==> src/fqs_pkg.sv <==
// ----------------------------------------------------------------------------
// FIFO queue with search: shared package
// Depth, widths, request and response types and codes of the queue.
// ----------------------------------------------------------------------------
package fqs_pkg;

  localparam int unsigned QUEUE_DEPTH = 16;
  localparam int unsigned IDX_W       = $clog2(QUEUE_DEPTH);
  localparam int unsigned CNT_W       = $clog2(QUEUE_DEPTH + 1);
  localparam int unsigned DATA_W      = 32;

  typedef enum logic [1:0] {
    OP_PUSH   = 2'd0,
    OP_POP    = 2'd1,
    OP_SEARCH = 2'd2,
    OP_QUERY  = 2'd3
  } fqs_op_e;

  typedef enum logic [1:0] {
    ST_IDLE,
    ST_POP,
    ST_SEARCH
  } fqs_state_e;

  typedef struct packed {
    fqs_op_e                   opcode;
    logic signed [DATA_W-1:0]  value;
  } fqs_req_t;

  typedef struct packed {
    logic signed [DATA_W-1:0]  front_value;
    logic [CNT_W-1:0]          entry_count;
    logic                      is_empty;
    logic                      found;
    logic                      push_dropped;
  } fqs_res_t;

endpackage

==> src/fifo_queue_with_search_top.sv <==
// ----------------------------------------------------------------------------
// FIFO queue with search
// Circular queue of signed words in a synchronous memory, with membership search.
// ----------------------------------------------------------------------------
// Push, refused push, query, a pop on an empty queue and a pop that leaves the
// queue empty give their response in the cycle after the request, and a new
// request follows at once. Any other pop reads the new front entry from memory.
// A search reads one stored entry per cycle through the memory read port,
// up to a match or the last entry; on an empty queue it answers like a query.
// Reset empties the queue; memory contents are not cleared.
module fifo_queue_with_search_top
  import fqs_pkg::*;
(
  input  logic     clk_i,
  input  logic     rst_ni,
  input  logic     start,
  input  fqs_req_t req_i,
  output logic     busy,
  output logic     result_valid_o,
  output fqs_res_t res_o
);

  logic [DATA_W-1:0] mem_q [QUEUE_DEPTH];
  logic [DATA_W-1:0] rd_data_q;

  fqs_state_e        state_q, state_d;
  logic [IDX_W-1:0]  rd_q, rd_d, wr_q, wr_d, scan_q, scan_d, cnt_q, cnt_d;
  logic [CNT_W-1:0]  occ_q, occ_d;
  logic [DATA_W-1:0] front_q, front_d, val_q, val_d;
  logic              mem_we, mem_re;
  logic [IDX_W-1:0]  mem_raddr;
  logic              res_valid_q, res_valid_d;
  fqs_res_t          res_q, res_d;
  logic              found_d, dropped_d;

  function automatic logic [IDX_W-1:0] next_idx(input logic [IDX_W-1:0] idx);
    next_idx = (idx == IDX_W'(QUEUE_DEPTH - 1)) ? '0 : idx + IDX_W'(1);
  endfunction

  always_ff @(posedge clk_i) begin
    if (mem_we) begin
      mem_q[wr_q] <= req_i.value;
    end
    if (mem_re) begin
      rd_data_q <= mem_q[mem_raddr];
    end
  end

  always_comb begin
    state_d     = state_q;
    rd_d        = rd_q;
    wr_d        = wr_q;
    occ_d       = occ_q;
    front_d     = front_q;
    val_d       = val_q;
    scan_d      = scan_q;
    cnt_d       = cnt_q;
    mem_we      = 1'b0;
    mem_re      = 1'b0;
    mem_raddr   = rd_q;
    res_valid_d = 1'b0;
    found_d     = 1'b0;
    dropped_d   = 1'b0;
    case (state_q)
      ST_IDLE: begin
        if (start) begin
          case (req_i.opcode)
            OP_PUSH: begin
              res_valid_d = 1'b1;
              if (occ_q == CNT_W'(QUEUE_DEPTH)) begin
                dropped_d = 1'b1;
              end else begin
                mem_we = 1'b1;
                wr_d   = next_idx(wr_q);
                occ_d  = occ_q + CNT_W'(1);
                if (occ_q == '0) begin
                  front_d = req_i.value;
                end
              end
            end
            OP_POP: begin
              if (occ_q == '0) begin
                res_valid_d = 1'b1;
              end else begin
                rd_d  = next_idx(rd_q);
                occ_d = occ_q - CNT_W'(1);
                if (occ_q == CNT_W'(1)) begin
                  res_valid_d = 1'b1;
                end else begin
                  mem_re    = 1'b1;
                  mem_raddr = next_idx(rd_q);
                  state_d   = ST_POP;
                end
              end
            end
            OP_SEARCH: begin
              if (occ_q == '0) begin
                res_valid_d = 1'b1;
              end else begin
                mem_re    = 1'b1;
                mem_raddr = rd_q;
                scan_d    = next_idx(rd_q);
                cnt_d     = '0;
                val_d     = req_i.value;
                state_d   = ST_SEARCH;
              end
            end
            default: begin
              res_valid_d = 1'b1;
            end
          endcase
        end
      end
      ST_POP: begin
        front_d     = rd_data_q;
        res_valid_d = 1'b1;
        state_d     = ST_IDLE;
      end
      ST_SEARCH: begin
        if (rd_data_q == val_q) begin
          found_d     = 1'b1;
          res_valid_d = 1'b1;
          state_d     = ST_IDLE;
        end else if ({1'b0, cnt_q} == CNT_W'(occ_q - CNT_W'(1))) begin
          res_valid_d = 1'b1;
          state_d     = ST_IDLE;
        end else begin
          mem_re    = 1'b1;
          mem_raddr = scan_q;
          scan_d    = next_idx(scan_q);
          cnt_d     = cnt_q + IDX_W'(1);
        end
      end
      default: begin
        state_d = ST_IDLE;
      end
    endcase

    res_d.front_value  = (occ_d == '0) ? '1 : front_d;
    res_d.entry_count  = occ_d;
    res_d.is_empty     = (occ_d == '0);
    res_d.found        = found_d;
    res_d.push_dropped = dropped_d;
  end

  always_ff @(posedge clk_i or negedge rst_ni) begin
    if (!rst_ni) begin
      state_q     <= ST_IDLE;
      rd_q        <= '0;
      wr_q        <= '0;
      occ_q       <= '0;
      res_valid_q <= 1'b0;
    end else begin
      state_q     <= state_d;
      rd_q        <= rd_d;
      wr_q        <= wr_d;
      occ_q       <= occ_d;
      res_valid_q <= res_valid_d;
    end
  end

  always_ff @(posedge clk_i) begin
    front_q <= front_d;
    val_q   <= val_d;
    scan_q  <= scan_d;
    cnt_q   <= cnt_d;
    res_q   <= res_d;
  end

  assign busy           = (state_q != ST_IDLE);
  assign result_valid_o = res_valid_q;
  assign res_o          = res_q;

endmodule

==> config.mk <==
export PLATFORM = sky130hd
export DESIGN_NAME = fifo_queue_with_search_top
export DESIGN_NICKNAME = d
export VERILOG_FILES = /design/src/fqs_pkg.sv /design/src/fifo_queue_with_search_top.sv
export SDC_FILE = /design/constraint.sdc
export NUM_CORES = 1
export LEC_CHECK = 0
export CAP_MARGIN = 20
export CORE_ASPECT_RATIO = 1.4
export CORE_UTILIZATION = 40
export CTS_BUF_LIST = sky130_fd_sc_hd__clkbuf_8
export DETAILED_ROUTE_END_ITERATION = 16
export DONT_BUFFER_PORTS = 1
export SETUP_SLACK_MARGIN = 0.15
export SYNTH_ARGS = -nofsm -noshare
export SYNTH_HDL_FRONTEND = slang
export SYNTH_SLANG_ARGS = --single-unit
==> constraint.sdc <==
create_clock -name clk_i -period 5.1 [get_ports clk_i]
set_clock_uncertainty 0.2 [all_clocks]
set_input_delay 0 -clock clk_i [delete_from_list [all_inputs] [get_ports clk_i]]
set_output_delay 0 -clock clk_i [all_outputs]
set_load 0.01 [all_outputs]
## After elaboration in Yosys (flattened, before gate mapping)

Memories as Yosys holds them, arrays and structs flattened. A register that Yosys moved wholly into a read port is not among the register bits.
Index checks and enable logic that the tools add are counted.

| cells by class | value |
|---|---|
| $add $sub $neg | 6 |
| eq/ne operators | 21 |
| mux-type cells | 64 |
| bitwise operators | 2 |
| reduce and logical (&&, ||, !) cells | 12 |

Operators by type and width:

| kind | number |
|---|---|
| $mux 32 | 4 |
| $mux 4 | 19 |
| $pmux 32 s2 | 1 |
| $eq 32x32->1 | 1 |
| $pmux 4 s2 | 3 |
| $mux 1 | 20 |
| $mux 5 | 4 |
| $add 4x1->4 const B | 4 |
| $eq 4x4->1 const B | 3 |
| $mux 2 | 6 |
| $ne 3x3->1 const B | 4 |
| $reduce_and 4->1 | 3 |
| $reduce_and 6->1 | 2 |
| $logic_not 5->1 | 2 |
| $pmux 5 s2 | 1 |
| $ne 2x2->1 const B | 4 |
| $pmux 2 s2 | 2 |
| $pmux 1 s2 | 3 |
| $add 5x1->5 const B | 1 |
| $eq 4x5->1 | 1 |
| $eq 5x1->1 const B | 1 |
| $eq 5x5->1 const B | 1 |
| $sub 5x1->5 const B | 1 |
| $eq 2x1->1 const B | 2 |
| other kinds (8) | 12 |

| word-level totals | value |
|---|---|
| register bits after elaboration | 128 |
| memory bits (writable) | 512 |
| input bits | 37 |
| output and inout port bits | 42 |
| word-level logic and storage cells | 120 |
| memories kept | 1 |

Memory list:

| name | depth | width | rd ports | clocked after memory_dff | wr ports | RTL line | source |
|---|---|---|---|---|---|---|---|
| mem_q | 16 | 32 | 1 | 1 | 1 | fifo_queue_with_search_top.sv:23 | `logic [DATA_W-1:0] mem_q [QUEUE_DEPTH];` |

## Longest topological paths before layout

Gate-level depths: netlist (run 1).

| logic depth | value |
|---|---|
| depth in word-level cells | 7 |
| gate-level depth with buffers | 15 |
| depth with buffers taken out | 11 |

## Least setup slack after synthesis (run 1)

OpenSTA, ideal clock, no wires.

| path | value |
|---|---|
| path kind | register to register |
| start | register occ_q[0] |
| end | memory mem_q[3][0] (enable) |
| library setup time | 461 ps |
| arrival time | 3982 ps |
| data required time | 4439 ps |
| setup slack | 457 ps |
| cell stages (with the launch flop) | 10 |
| buffers on the path | 1 |
| period minus slack after synthesis | 4643 ps |
| cell sequence | dfrtp_1 -> buf_2 -> inv_1 -> ha_1 -> nor3b_1 -> nand2_1 -> nand2_1 -> nor2_1 -> nand2_1 -> nor3_1 |

| on the way | value |
|---|---|
| word-level cells in the longest chain between the ends | 7 |

Ends and longest elaborated chain:

| element | RTL line | source |
|---|---|---|
| start, declared | fifo_queue_with_search_top.sv:28 | `logic [CNT_W-1:0] occ_q, occ_d;` |
| start signal, assigned | fifo_queue_with_search_top.sv:151 | `occ_q <= '0;` |
| start signal, assigned | fifo_queue_with_search_top.sv:157 | `occ_q <= occ_d;` |
| $eq 5x5->1 | fifo_queue_with_search_top.sv:70 | `if (occ_q == CNT_W'(QUEUE_DEPTH)) begin` |
| $mux 1 | fifo_queue_with_search_top.sv:70 |  |
| $mux 1 | fifo_queue_with_search_top.sv:67 | `case (req_i.opcode)` |
| $mux 1 | fifo_queue_with_search_top.sv:66 | `if (start) begin` |
| $mux 1 | fifo_queue_with_search_top.sv:64 | `case (state_q)` |
| $mux 1 | fifo_queue_with_search_top.sv:41 | `if (mem_we) begin` |
| $mux 1 (implied by the code) | fifo_queue_with_search_top.sv:42 | `mem_q[wr_q] <= req_i.value;` |
| end, declared | fifo_queue_with_search_top.sv:23 |  |

Every way passes these cells.

## Worst setup path after layout (run 1)

| path | value |
|---|---|
| start | register rd_data_q[17], read port of mem_q |
| end | register rd_data_q[1], read port of mem_q (data pin) |

| on the way | value |
|---|---|
| word-level cells in the longest chain between the ends | 3 |
| elaborated cells between the ends (all ways) | 5 |
| those cells by class | eq/ne: 1; mux: 4 |

Ends and longest elaborated chain:

| element | RTL line | source |
|---|---|---|
| start, declared | fifo_queue_with_search_top.sv:24 | `logic [DATA_W-1:0] rd_data_q;` |
| $eq 32x32->1 (*) | fifo_queue_with_search_top.sv:120 | `if (rd_data_q == val_q) begin` |
| $mux 4 / $mux 1 (equally long branches) | fifo_queue_with_search_top.sv:120 |  |
| $pmux 4 s2 / $pmux 1 s2 (equally long branches) | fifo_queue_with_search_top.sv:64 |  |

Every way passes the cells marked *; elsewhere a longest branch is shown, timed or not.
A chain may end at the register's enable or synchronous reset.

==> impl_metrics.csv, run 1 <==
group,metric,value,unit
outcome,status,"complete, no violations",
routing,ant_nets,0,
layout,fillers,5724,
routing,wire_per_inst,24.66,um
routing,post-route-drc-count,0,
clock_tree,path_clk_slew,70,ps
layout,multi_input_area,0.006471,sq mm
die,die_area,0.06687,sq mm
sta,finalMaxSlewViolations,0,
worst_setup_path,startpoint,"rd_data_q[17]",
yosys,dominantRegCellSynth,"edfxtp_1",
worst_setup_path,crit_type,"register to register",
run,maxCapViolCount,0,
worst_setup_path,required,5440,ps
yosys,synth_top_area_cell,"edfxtp_1",
sta,relSlewSlack,0.3060,
power_and_ir_drop,power_frac_clock,0.205,
routing,vias_per_cell,5.857,
yosys,synthCells,1901,
routing,drtIter0Drc,1839,
worst_setup_path,setup.worst_path.end_class,"register",
place,dp.cells,2669,
yosys,synth_top_area_share,0.6660,
power_and_ir_drop,p_sw,7.769,mW
sta,period_minus_slack,4164,ps
die,num_rows,110,
layout,regArea,0.01938,sq mm
global_route,grt_pass1_wl,105.2,mm
die,ios,79,
routing,drtPass1Iterations,5,
yosys,yosys_warnings,0,
power_and_ir_drop,p_leak,10.29,nW
routing,vias,16890,
global_route,antenna_found_initial,10,
layout,final_cell_mix,"edfxtp_1 (584), nand2_1 (317), a21oi_1 (265)",
clock_tree,post_cts_resized,0,
global_route,grt_max_degree,114,
min_path,hold_class,"primary input to register",
worst_setup_path,slowest_delay,880,ps
worst_setup_path,crit_arrival,4510,ps
power_and_ir_drop,power_frac_comb,0.420,
power_and_ir_drop,power.internal,11.49,mW
yosys,ys_types,55,
clock_tree,clk_latency,690,ps
yosys,synthArstFlopShare,0.02381,
yosys,synth_area,0.02633,sq mm
place,place_congestion,0.8626,
worst_setup_path,worstPathCellList,"xnor2_1 > nand4_1 > nor4_1 > buf_4 > a211o_4 > mux2i_4 > buf_12 > nand2_1 > a22oi_1 > a22oi_1 > nand2_1",
die,start_util,0.4071,
routing,wl,71.13,mm
layout,layoutNonFillerInstCount,2884,
clock_tree,clockRootBuffer,"clkbuf_8",
layout,syn2layout_area_growth,12.83,%
power_and_ir_drop,ir_drop,0.7123,mV
clock_tree,ctsHoldBuffers,40,
sta,finalHoldViolations,0,
sta,final-setup-viol-count,0,
clock_tree,postCtsSetupBuffers,0,
sta,fmax,0.2401,GHz
place,port_buffers,0,
worst_setup_path,start_kind,"register",
layout,drive_above_1_share,0.1102,
sta,fin_crit_sh,0.8166,
yosys,ys_seq_elements,672,
yosys,syn_area_per_cell,13.85,sq um
power_and_ir_drop,pwr_density_cell,648.1,mW/mm^2
die,core-area,0.06469,sq mm
yosys,synth_sequential_area_ratio,0.7359,
place,dp_hpwl,38.84,mm
worst_setup_path,critPathSlowestCell,"mux2i_4",
worst_setup_path,timing.rr.start,"rd_data_q[17]",
power_and_ir_drop,swShare,0.4034,
global_route,grt-ovfl-total,0,
sta,tightest_slew,1019,ps
layout,final_common_cell,"edfxtp_1",
global_route,grt_pass1_vias,16650,
sta,setup_tns,0,ps
worst_setup_path,path_max_fanout,59,
die,dieHeight,305.6,um
clock_tree,cts.path.max_buffers,3,
min_path,hp-start,"req_i[15]",
worst_setup_path,crit_family,"multiplexers",
yosys,syn_nets,1952,
yosys,synth-edff-count,584,
worst_setup_path,worst-path-buf-inv,2,
global_route,grt_usage,0.2123,
die,die_w,218.8,um
yosys,synth.area.top_cells,"edfxtp_1 (67%), a22oi_1 (7.1%), dfxtp_1 (5.5%)",
clock_tree,cts.htree.levels,3,
power_and_ir_drop,pwr-share-seq,0.375,
clock_tree,cts_made_buffers,95,
clock_tree,numClockSinks,672,
sta,rsz0062_at_grt,"no",
clock_tree,cts_tree,"built",
layout,final_nets,2018,
-- cell type report --
class                   count  area share
flip-flops and latches    672      0.6522
clock inverters            71     0.01234
inverters                  16    0.002021
clock buffers             101     0.04679
well taps                 840     0.03537
diodes                      2   0.0001684
repair buffers             97     0.03327
multi-input cells        1085      0.2178
-- registers in the layout, indices dropped and copies added (netlist names) --
name	cells
mem_q	512
res_o	40
front_q	32
rd_data_q	32
val_q	32
occ_q	5
cnt_q	4
rd_q	4
scan_q	4
wr_q	4
state_q	2
result_valid_o	1
-- power by group through the flow --
stage          Clock [mW]  Combinational, mW  Sequential [mW]
4_1_cts              4.03               8.07             7.21
6_report             3.95               8.09             7.21
5_1_grt              4.25               8.79             7.27
2_1_floorplan           0               5.56             7.13
3_5_place_dp            0               7.93             7.32
3_3_place_gp            0               7.77             7.31
-- through the flow --
step / area [sq um] / util / power (mW) / setup WS [ps] / hold WS [ps]
after global placement: 27540 / 0.4258 / 15.08 / 479.6 / -495.2
after floorplan: 26330 / - / 12.69 / 457.2 / -495.6
after CTS: 29700 / 0.4591 / 19.31 / 406.1 / 78.69
final: 29710 / 0.4593 / 19.26 / 935.6 / 135.1
after detailed placement: 27540 / 0.4258 / 15.25 / 442.3 / -495.2
after global routing: 29710 / 0.4593 / 20.31 / 741.5 / 130.1
-- per-layer routing --
metal / share of wire / vias up / track usage
li1: - / 7406 / -
met1: 0.39 / 8552 / 0.2624
met2: 0.52 / 755 / 0.3750
met3: 0.062 / 172 / 0.03075
met4: 0.029 / 8 / 0.07494
met5: 0.00097 / - / 0
-- cells by family after synthesis --
group           after synthesis  synth area share
simple gates                402           0.06229
xor+xnor                     45           0.01497
compound gates              613            0.1493
buf+inv                     144           0.02514
fa+ha+maj                    14          0.006652
mux                          11          0.005654
flops                       672            0.7359
-- final timing paths --
check	to	cells past startpoint	slack, ps
max	rd_data_q[1]	11	940
min	mem_q[14][15]	1	140
max reg2reg	rd_data_q[1]	11	940
min reg2reg	front_q[30]	2	260
max in group asynchronous	rd_q[0]	2	3890
min in group asynchronous	occ_q[1]	2	250
-- cell usage after synthesis (2+ instances only) --
master / count
nand3_1: 8
a41o_1: 25
o221a_2: 2
a22o_1: 2
edfxtp_1: 584
a31oi_1: 3
ha_1: 14
o221ai_1: 2
and2_1: 3
nand4_1: 9
dfxtp_1: 72
inv_1: 16
o22ai_1: 3
mux2_2: 6
nor3_1: 7
o211ai_1: 3
o21ai_0: 40
xnor2_1: 41
dfrtp_1: 16
nand2_1: 318
clkbuf_1: 59
nand2b_1: 9
a32oi_1: 3
and3_1: 2
buf_1: 4
xor2_1: 4
a21o_1: 4
nor2_1: 35
buf_6: 6
nor4_1: 4
a22oi_1: 250
mux2_4: 3
buf_2: 58
a21oi_1: 265
Note: power is estimated with default switching activity, not from simulation.
==> run 2: changes to the inputs <==
Clock period 5.1 ns to 3.85 ns, I/O delays scaled along.
==> impl_metrics.csv, run 2 (synthesis results as in run 1) <==
group,metric,value,unit
outcome,status,"complete, no violations",
layout,final_common_cell,"edfxtp_1",
die,start_util,0.4071,
routing,wl,71.97,mm
power_and_ir_drop,ir_drop,0.5979,mV
clock_tree,clockRootBuffer,"clkbuf_8",
place,dp_hpwl,40.73,mm
clock_tree,clk_latency,700,ps
sta,tightest_slew,1065,ps
routing,wire_per_inst,24.61,um
layout,multi_input_area,0.006523,sq mm
global_route,grt_max_degree,84,
sta,finalHoldViolations,0,
global_route,grt_pass1_vias,16510,
clock_tree,postCtsSetupBuffers,0,
sta,rsz0062_at_grt,"yes",
routing,ant_nets,0,
clock_tree,numClockSinks,672,
layout,fillers,5572,
place,place_congestion,0.8554,
global_route,antenna_found_initial,12,
routing,drtIter0Drc,1727,
clock_tree,cts_tree,"built",
global_route,grt-ovfl-total,0,
routing,post-route-drc-count,0,
clock_tree,cts_made_buffers,93,
layout,syn2layout_area_growth,16.01,%
clock_tree,cts.htree.levels,3,
layout,layoutNonFillerInstCount,2924,
sta,fmax,0.2821,GHz
place,dp.cells,2708,
sta,worst_hold_slack,113.5,ps
layout,drive_above_1_share,0.1328,
sta,final-setup-viol-count,0,
layout,utilization,0.4722,
global_route,grt_usage,0.2160,
min_path,hold_class,"primary input to register",
worst_setup_path,crit_type,"register to register",
power_and_ir_drop,pwr_density_cell,874.6,mW/mm^2
clock_tree,cts.path.max_buffers,3,
layout,final_cell_mix,"edfxtp_1 (584), nand2_1 (317), a21oi_1 (265)",
sta,finalMaxSlewViolations,0,
worst_setup_path,path_max_fanout,45,
die,core-area,0.06469,sq mm
layout,largest_reg_flops,512,
sta,setup_tns,0,ps
sta,period_minus_slack,3545,ps
global_route,grt_pass1_wl,106.2,mm
run,maxCapViolCount,0,
layout,final_nets,2055,
worst_setup_path,setup.worst_path.end_class,"register",
worst_setup_path,required,4100,ps
sta,fin_crit_sh,0.9209,
layout,top_register,"mem_q",
routing,vias_per_cell,5.749,
clock_tree,path_clk_slew,70,ps
place,port_buffers,0,
die,dieHeight,305.6,um
die,num_rows,110,
routing,drtPass1Iterations,6,
die,ios,79,
layout,regArea,0.01938,sq mm
power_and_ir_drop,p_leak,10.58,nW
worst_setup_path,crit_arrival,3800,ps
sta,relSlewSlack,0.2885,
worst_setup_path,start_kind,"register",
die,die_w,218.8,um
routing,vias,16810,
die,die_area,0.06687,sq mm
run 2: changes by cell type in the layout (fill, tap and decap cells not counted), moves of 3 or more:
cell        previous run  this run
diode_2                2         6
inv_1                 47        39
inv_6                  5         1
bufinv_16              2         5
clkinvlp_4             1         4
nor3_2                 4         0
nor3_4                 1         5
buf_4                 43        51
buf_12                13        44
run 2: critical path, stage by stage, from the launching register on:
cell      delay [ps]
dfrtp_2          450
inv_1            120
ha_1             250
nor3b_2          260
xnor2_2          120
o2111a_1         190
a211o_4          300
buf_12           140
mux2_4           330
buf_12           180
buf_4            200
a21oi_1          140
a22oi_1           90
a22oi_1          200
nand2_1           70
run 2: worst paths after layout:
path / startpoint / to / slack (ps) / cells past startpoint
setup reg to reg: occ_q[1] / rd_data_q[14] / 300 / 14
max in group asynchronous: rst_ni / occ_q[1] / 2620 / 2
hold / removal: start / result_valid_o / 110 / 3
min in group asynchronous: rst_ni / occ_q[0] / 240 / 2
setup / recovery: occ_q[1] / rd_data_q[14] / 300 / 14
hold reg to reg: front_q[12] / front_q[12] / 260 / 2
run 2: cell type report:
cell class | count | share of cell area
flip-flops and latches | 672 | 0.6345
multi-input cells | 1085 | 0.2135
repair buffers | 136 | 0.05480
clock buffers | 101 | 0.04551
well taps | 840 | 0.03441
clock inverters | 68 | 0.01483
inverters | 16 | 0.001966
diodes | 6 | 0.0004915
run 2: metrics by stage:
step | total power, mW | setup slack (ps) | instance area, sq um
2_1_floorplan | 16.81 | 44.42 | 26370
3_3_place_gp | 20.90 | -2.662 | 28250
3_5_place_dp | 21.11 | 48.10 | 28250
4_1_cts | 26.75 | 206.0 | 30520
5_1_grt | 28.15 | 113.4 | 30550
6_report | 26.72 | 304.6 | 30550
run 2: power by group:
part | switching (mW) | internal, mW
Combinational | 7.17 | 4.49
Sequential | 0.654 | 8.92
Clock | 2.71 | 2.78
run 2: layer usage:
metal,track usage,wire (um),share of wire
met4,0.09351,2458,0.034
met1,0.2646,27440,0.38
met5,0,32,0.00044
met2,0.3703,36910,0.51
met3,0.03900,5127,0.071
run 2: what timing repair did:
action / CTS / global route
hold buffers: 41 / 0
endpoints found under the hold margin: 683 / 0
endpoints found under the setup margin: 17 / 32
resized for setup: 2 / 4
